[config.mk]
export PLATFORM = sky130hd
export DESIGN_NAME = four_level_page_table_walker
export DESIGN_NICKNAME = d
export VERILOG_FILES = /design/src/rtl/flptw_pkg.sv /design/src/rtl/flptw_in_reg.sv /design/src/rtl/flptw_walk_core.sv /design/src/rtl/flptw_out_reg.sv /design/src/rtl/four_level_page_table_walker.sv
export SDC_FILE = /design/constraint.sdc
export NUM_CORES = 1
export LEC_CHECK = 0
export BUFFER_PORTS_ARGS = -buffer_cell sky130_fd_sc_hd__buf_2
export CAP_MARGIN = 40
export CORE_MARGIN = 2
export CORE_UTILIZATION = 47
export DETAILED_ROUTE_END_ITERATION = 8
export PLACE_DENSITY = 0.75
export SETUP_SLACK_MARGIN = 0.3
export SKIP_CTS_REPAIR_TIMING = 1
export SKIP_LAST_GASP = 1
export SLEW_MARGIN = 25
export SYNTH_ARGS = -nofsm -noshare
export SYNTH_HDL_FRONTEND = slang
export SYNTH_SLANG_ARGS = --single-unit
[constraint.sdc]
create_clock -name clk -period 11.94 [get_ports clk]
set_input_delay 1.194 -clock clk [delete_from_list [all_inputs] [get_ports clk]]
set_output_delay 1.194 -clock clk [all_outputs]
set_load 0.005 [all_outputs]
[src/rtl/flptw_pkg.sv]
// ----------------------------------------------------------------------------
// flptw_pkg
// Types, constants and the entry address helper for the four-level page table walker.
// ----------------------------------------------------------------------------
package flptw_pkg;

	localparam int ADDR_W    = 64;
	localparam int IDX_W     = 9;
	localparam int PAGE_W    = 12;
	localparam int PEND_W    = 39;
	localparam int L0_SHIFT  = 39;
	localparam int L1_SHIFT  = 30;
	localparam int L2_SHIFT  = 21;
	localparam int L3_SHIFT  = 12;
	localparam int VALID_BIT = 0;

	// input beat opcodes
	localparam logic MODE_TRANSLATE = 1'b0;
	localparam logic MODE_RESPONSE  = 1'b1;

	// result beat kinds
	localparam logic KIND_READ   = 1'b0;
	localparam logic KIND_RESULT = 1'b1;

	typedef struct packed {
		logic              mode;
		logic [ADDR_W-1:0] vaddr;
		logic [ADDR_W-1:0] read_data;
	} flptw_in_t;

	typedef struct packed {
		logic              kind;
		logic [ADDR_W-1:0] read_addr;
		logic [ADDR_W-1:0] phys_addr;
		logic              found;
	} flptw_out_t;

	// table base with page bits cleared plus index times eight, wraps mod 2^64
	function automatic logic [ADDR_W-1:0] entry_addr(input logic [ADDR_W-1:0] table_ptr,
	                                                 input logic [IDX_W-1:0]  idx);
		logic [ADDR_W-1:0] page;
		logic [ADDR_W-1:0] offs;
		page = {table_ptr[ADDR_W-1:PAGE_W], {PAGE_W{1'b0}}};
		offs = {{(ADDR_W-IDX_W-3){1'b0}}, idx, 3'b000};
		return page + offs;
	endfunction

endpackage

[src/rtl/flptw_in_reg.sv]
// ----------------------------------------------------------------------------
// flptw_in_reg
// Input register: holds one beat until the walk core consumes it.
// ----------------------------------------------------------------------------
module flptw_in_reg (
	input  logic                clk,
	input  logic                arst_n,
	input  logic                in_valid,
	output logic                in_ready,
	input  flptw_pkg::flptw_in_t in_data,
	input  logic                advance,
	output logic                valid_s1,
	output flptw_pkg::flptw_in_t data_s1
);
	import flptw_pkg::*;

	// free when empty or when the held beat moves on this cycle
	assign in_ready = !valid_s1 || advance;

	// control
	always_ff @(posedge clk or negedge arst_n) begin
		if (!arst_n) begin
			valid_s1 <= 1'b0;
		end else if (in_ready) begin
			valid_s1 <= in_valid;
		end
	end

	// payload
	always_ff @(posedge clk) begin
		if (in_ready && in_valid) begin
			data_s1 <= in_data;
		end
	end

endmodule

[src/rtl/flptw_walk_core.sv]
// ----------------------------------------------------------------------------
// flptw_walk_core
// Walk state and the single-pass step logic for requests and responses.
// ----------------------------------------------------------------------------
module flptw_walk_core (
	input  logic                        clk,
	input  logic                        arst_n,
	input  logic [flptw_pkg::ADDR_W-1:0] table_base,
	input  logic                        step_en,
	input  flptw_pkg::flptw_in_t        item,
	output logic                        res_valid,
	output flptw_pkg::flptw_out_t       res
);
	import flptw_pkg::*;

	typedef enum logic [1:0] {
		LVL_0 = 2'd0,
		LVL_1 = 2'd1,
		LVL_2 = 2'd2,
		LVL_3 = 2'd3
	} level_t;

	logic              busy_q;
	level_t            level_q;
	logic [PEND_W-1:0] pend_q;

	logic              busy_d;
	level_t            level_d;
	logic [PEND_W-1:0] pend_d;
	logic [IDX_W-1:0]  next_idx;

	// index for the next level's entry
	always_comb begin
		case (level_q)
			LVL_0:   next_idx = pend_q[L1_SHIFT +: IDX_W];
			LVL_1:   next_idx = pend_q[L2_SHIFT +: IDX_W];
			default: next_idx = pend_q[L3_SHIFT +: IDX_W];
		endcase
	end

	// step logic
	always_comb begin
		res_valid = 1'b0;
		res       = '0;
		busy_d    = busy_q;
		level_d   = level_q;
		pend_d    = pend_q;
		case (item.mode)
			MODE_TRANSLATE: begin
				// a request during a walk is dropped
				if (!busy_q) begin
					res_valid = 1'b1;
					if (table_base == '0) begin
						res.kind = KIND_RESULT;
					end else begin
						res.kind      = KIND_READ;
						res.read_addr = entry_addr(table_base,
						                           item.vaddr[L0_SHIFT +: IDX_W]);
						busy_d        = 1'b1;
						level_d       = LVL_0;
						pend_d        = item.vaddr[PEND_W-1:0];
					end
				end
			end
			MODE_RESPONSE: begin
				// a response with no walk running is dropped
				if (busy_q) begin
					res_valid = 1'b1;
					if (level_q == LVL_3) begin
						res.kind      = KIND_RESULT;
						res.phys_addr = {item.read_data[ADDR_W-1:PAGE_W], {PAGE_W{1'b0}}}
						              + {{(ADDR_W-PAGE_W){1'b0}}, pend_q[PAGE_W-1:0]};
						res.found     = 1'b1;
						busy_d        = 1'b0;
						level_d       = LVL_0;
					end else if (!item.read_data[VALID_BIT]) begin
						res.kind = KIND_RESULT;
						busy_d   = 1'b0;
						level_d  = LVL_0;
					end else begin
						res.kind      = KIND_READ;
						res.read_addr = entry_addr(item.read_data, next_idx);
						level_d       = level_t'(level_q + 2'd1);
					end
				end
			end
			default: begin
				res_valid = 1'b0;
			end
		endcase
	end

	// walk state
	always_ff @(posedge clk or negedge arst_n) begin
		if (!arst_n) begin
			busy_q  <= 1'b0;
			level_q <= LVL_0;
			pend_q  <= '0;
		end else if (step_en) begin
			busy_q  <= busy_d;
			level_q <= level_d;
			pend_q  <= pend_d;
		end
	end

endmodule

[src/rtl/flptw_out_reg.sv]
// ----------------------------------------------------------------------------
// flptw_out_reg
// Result register: holds one result beat until the consumer takes it.
// ----------------------------------------------------------------------------
module flptw_out_reg (
	input  logic                  clk,
	input  logic                  arst_n,
	input  logic                  load,
	input  flptw_pkg::flptw_out_t load_data,
	output logic                  slot_free,
	output logic                  out_valid,
	input  logic                  out_ready,
	output flptw_pkg::flptw_out_t out_data
);
	import flptw_pkg::*;

	// can take a new beat when empty or when the held one leaves now
	assign slot_free = !out_valid || out_ready;

	// control
	always_ff @(posedge clk or negedge arst_n) begin
		if (!arst_n) begin
			out_valid <= 1'b0;
		end else if (slot_free) begin
			out_valid <= load;
		end
	end

	// payload
	always_ff @(posedge clk) begin
		if (slot_free && load) begin
			out_data <= load_data;
		end
	end

endmodule

[src/rtl/four_level_page_table_walker.sv]
// ----------------------------------------------------------------------------
// four_level_page_table_walker
// Four-level, 4 KB granule page table walker with an external memory loop.
// ----------------------------------------------------------------------------
// Throughput is one input beat per cycle while the result side keeps up. A
// beat accepted into the input register passes one combinational step, is
// loaded into the result register when the result slot is free and is then
// offered from there as its result beat, if it produces one. A stalled
// result holds the input register, which then holds the input side off.
// The walk state is updated in the same step that builds the result, so a
// memory response may follow its read request in any later cycle. The
// configuration channel is always ready and loads table_base at once; write
// it only while no walk is running. Translate beats during a walk and
// response beats with no walk running produce no result.
module four_level_page_table_walker (
	input  logic                         clk,
	input  logic                         arst_n,
	input  logic                         cfg_valid,
	output logic                         cfg_ready,
	input  logic [flptw_pkg::ADDR_W-1:0] cfg_data,
	input  logic                         in_valid,
	output logic                         in_ready,
	input  flptw_pkg::flptw_in_t         in_data,
	output logic                         out_valid,
	input  logic                         out_ready,
	output flptw_pkg::flptw_out_t        out_data
);
	import flptw_pkg::*;

	logic              table_base_q;
	logic [ADDR_W-1:0] table_base_r_q;
	logic              valid_s1;
	flptw_in_t         data_s1;
	logic              slot_free;
	logic              advance;
	logic              res_valid;
	flptw_out_t        res;

	// configuration register
	assign cfg_ready = 1'b1;

	always_ff @(posedge clk or negedge arst_n) begin
		if (!arst_n) begin
			table_base_r_q <= '0;
			table_base_q   <= 1'b0;
		end else if (cfg_valid && cfg_ready) begin
			table_base_r_q <= cfg_data;
			table_base_q   <= (cfg_data != '0);
		end
	end

	// held beat moves when the result slot can take it
	assign advance = valid_s1 && slot_free;

	flptw_in_reg u_in_reg (
		.clk      (clk),
		.arst_n   (arst_n),
		.in_valid (in_valid),
		.in_ready (in_ready),
		.in_data  (in_data),
		.advance  (advance),
		.valid_s1 (valid_s1),
		.data_s1  (data_s1)
	);

	flptw_walk_core u_core (
		.clk        (clk),
		.arst_n     (arst_n),
		.table_base (table_base_q ? table_base_r_q : '0),
		.step_en    (advance),
		.item       (data_s1),
		.res_valid  (res_valid),
		.res        (res)
	);

	flptw_out_reg u_out_reg (
		.clk       (clk),
		.arst_n    (arst_n),
		.load      (advance && res_valid),
		.load_data (res),
		.slot_free (slot_free),
		.out_valid (out_valid),
		.out_ready (out_ready),
		.out_data  (out_data)
	);

endmodule

==> reports/qor.csv <==
stage,metric,value,unit
outcome,status,finished clean,
synth,synth_edf_count,229,
worst_hold_path,hold_depth,1,
synth,ys_ff_latch,338,
worst_setup_path,reg2reg_to,u_out_reg.out_data[112],
pwr,pwr-share-clk,34.9,%
sta,finClkSkew,15.9,ps
cts,tritoncts,yes,
global_route,grt_antenna_before_repair,6,
cts,htreeDepth,2,
synth,synth_area_leader_cell,edfxtp_1,
worst_hold_path,hp-class,flip-flop to flip-flop,
routing,ant_nets,0,
routing,routed_via_density,5.38,
place,pre_cts_ws,8590,ps
worst_setup_path,critPathBufInv,2,
routing,wl_per_cell,21.2,um
worst_setup_path,timing_worst_setup_path_type,flip-flop to flip-flop,
layout,finalNonFillerCells,1385,
sta,fin_tns_setup,0,ps
die,die-area,0.0281,mm^2
sta,drv_slew,0,
worst_setup_path,critPathTopFamily,simple AND/OR/NAND/NOR gates,
worst_setup_path,reg2regPathDepth,7,
synth,ys.flop_type,edfxtp_1,
sta,setup_violations,0,
layout,drive_gt1_share,45.8,%
worst_setup_path,worstPathArrival,3320,ps
cts,clk_pin_slew_worst_paths,60,ps
sta,holdWs,473,ps
job,maxCapViolations,0,
pwr,ir_drop,0.151,mV
die,rows,59,
die,die_h,168,um
die,die_x,168,um
place,numPlacedInstances,1312,
sta,worst_pin_slew,858,ps
global_route,grt_usage,20.7,%
layout,final_util,60.0,%
pwr,pwr_density_cell,206,mW/mm^2
synth,async_reset_ff_share,32.2,%
synth,yosysMostFrequentCell,edfxtp_1,
global_route,grt_pass1_vias,7587,
sta,hold_viol_final,0,
place,gp_congestion,0.810,
sta,slew_headroom,42.2,%
pwr,switchingPower,0.804,mW
layout,nNetsFinal,1222,
global_route,grt_pass1_wl,44.2,mm
routing,vias,7450,
sta,rsz0062_at_grt,no,
worst_setup_path,cp_common_cell,buf_4,
routing,routed_wl,29.4,mm
synth,synth.distinct_cells,33,
synth,synthTopCellsByCount,"edfxtp_1, dfrtp_1, mux2_2",
worst_setup_path,max_stage_delay,570,ps
pwr,internal_power,2.44,mW
die,initial_core_util,48.0,%
die,io_pins,331,
sta,fmax,327,MHz
routing,drtIter0Drc,529,
worst_setup_path,cp_max_fo,52,
sta,layout_worst_path_cycle_share,25.6,%
routing,drt-pass1-iter-count,5,
layout,syn2layout_area_growth,25.0,%
worst_setup_path,worstPathCellList,nor4_1 -> nand4_1 -> o41ai_4 -> nor3_2 -> buf_4 -> buf_4 -> a22o_1,
pwr,pwr-share-seq,49.8,%
pwr,power_leakage,6.45,nW
layout,fin_area,0.0157,mm^2
pwr,switching_share,24.8,%
cts,clockRootBuffer,clkbuf_16,
worst_setup_path,crit_path_start_kind,flip-flop,
worst_setup_path,r2r-start,table_base_r_q[16],
synth,ys_top_cells_by_area,"edfxtp_1, dfrtp_1, mux2_2",
pwr,finalPower,3.25,mW
sta,fin_ws,8880,ps
die,coreArea,0.0262,mm^2
place,hpwl,20.3,mm
worst_setup_path,crit_path_end_kind,flip-flop,
cts,cts_buffer_depth,3,
synth,yosysWarnings,0,
global_route,grt_max_degree,67,
synth,yosysTopAreaCellShare,54.6,%
synth,postSynthAreaPerCell,17.8,um^2
place,post_dp_cell_area,0.0144,mm^2
cts,clock_sinks,338,
place,io_buffers,299,
synth,ys_seq_area_share,76.3,%
sta,fin_crit,3060,ps
worst_hold_path,min_from,u_in_reg.data_s1[102],
cts,numCtsBuffers,36,
pwr,p_comb_share,15.3,%
cts,clk_latency,510,ps
synth,netlist_instances,706,
routing,post-route-drc-count,0,
worst_setup_path,reg2reg_slack,8880,ps
synth,netlist_area,0.0126,mm^2
worst_hold_path,hold_end,u_core.pend_q[38],
global_route,grt_overflow_total,0,
worst_setup_path,critPathRequiredTime,12200,ps
worst_setup_path,critical-path-slowest-cell,nor4_1,
routing by layer:
metal	vias up	part of all wire (%)	track usage (%)
met5	-	0.092	0
met4	4	2.5	6.58
met3	61	7.4	4.92
met1	3698	40	26.1
li1	3362	-	-
met2	325	50	35.5
power groups by stage:
stage / clock (mW) / sequential, mW / combinational, mW
after floorplan: 0 / 1.63 / 0.281
after global placement: 0 / 1.63 / 0.476
after detailed placement: 0 / 1.64 / 0.497
after CTS: 1.16 / 1.62 / 0.500
after global routing: 1.21 / 1.64 / 0.542
final: 1.13 / 1.62 / 0.495
worst max-delay path by stage:
stage                             startpoint                 endpoint  slack [ps]  cells past startpoint
final                     table_base_r_q[16]  u_out_reg.out_data[112]        8880                      7
after floorplan                    out_ready    u_out_reg.out_data[0]        7580                      3
after CTS                 table_base_r_q[16]  u_out_reg.out_data[112]        8760                      6
after global routing      table_base_r_q[16]   u_out_reg.out_data[95]        8730                      7
after detailed placement           out_ready   u_out_reg.out_data[32]        8590                      6
after global placement             out_ready        u_core.pend_q[27]        8490                      6
flip-flops by register name, summed over array words and instances, names as in the netlist:
signal and count:
u_in_reg.data_s1 102, u_out_reg.out_valid 1, table_base_r_q 64, u_in_reg.valid_s1 1, u_core.pend_q 39, u_out_reg.out_data 127, u_core.level_q 2, u_core.busy_q 1
table_base_q 1
cell usage in the layout (no fill, tap or decap), types with 2 or more instances in the layout:
cell	count
a21oi_1	9
a22o_1	61
and2_1	65
and3_4	2
buf_12	2
buf_2	298
buf_4	9
bufinv_16	4
clkbuf_1	5
clkbuf_16	37
clkbuf_8	5
clkinv_1	2
clkinv_2	6
clkinv_4	2
clkinvlp_4	3
conb_1	4
dfrtp_1	109
diode_2	4
edfxtp_1	229
ha_1	6
inv_1	4
inv_6	2
mux2_2	93
mux2_4	10
nand2_1	5
nand2b_1	2
nand3_1	2
nand4_1	9
nor2_1	3
nor4_1	31
o21ai_0	2
o2bb2ai_1	9
o31ai_1	2
cell families (layout without fill, tap and decap cells):
logic type | after synthesis | count (layout) | synth area share, %
other cells | 2 | 8 | 0.0597
compound gates | 87 | 87 | 5.81
mux | 103 | 103 | 9.52
flops | 338 | 338 | 76.3
simple gates | 127 | 127 | 6.15
fa+ha+maj | 6 | 6 | 0.597
buf+inv | 43 | 381 | 1.54
final cells by class:
type,instances,area (um^2)
diodes,4,10.0
clock buffers,47,1010
clock inverters,19,215
fillers,1970,10500
inverters,5,21.3
multi-input cells,327,2820
flip-flops and latches,338,9600
well taps,335,419
repair buffers,310,1630
Note: power is estimated with default switching activity, not from simulation.
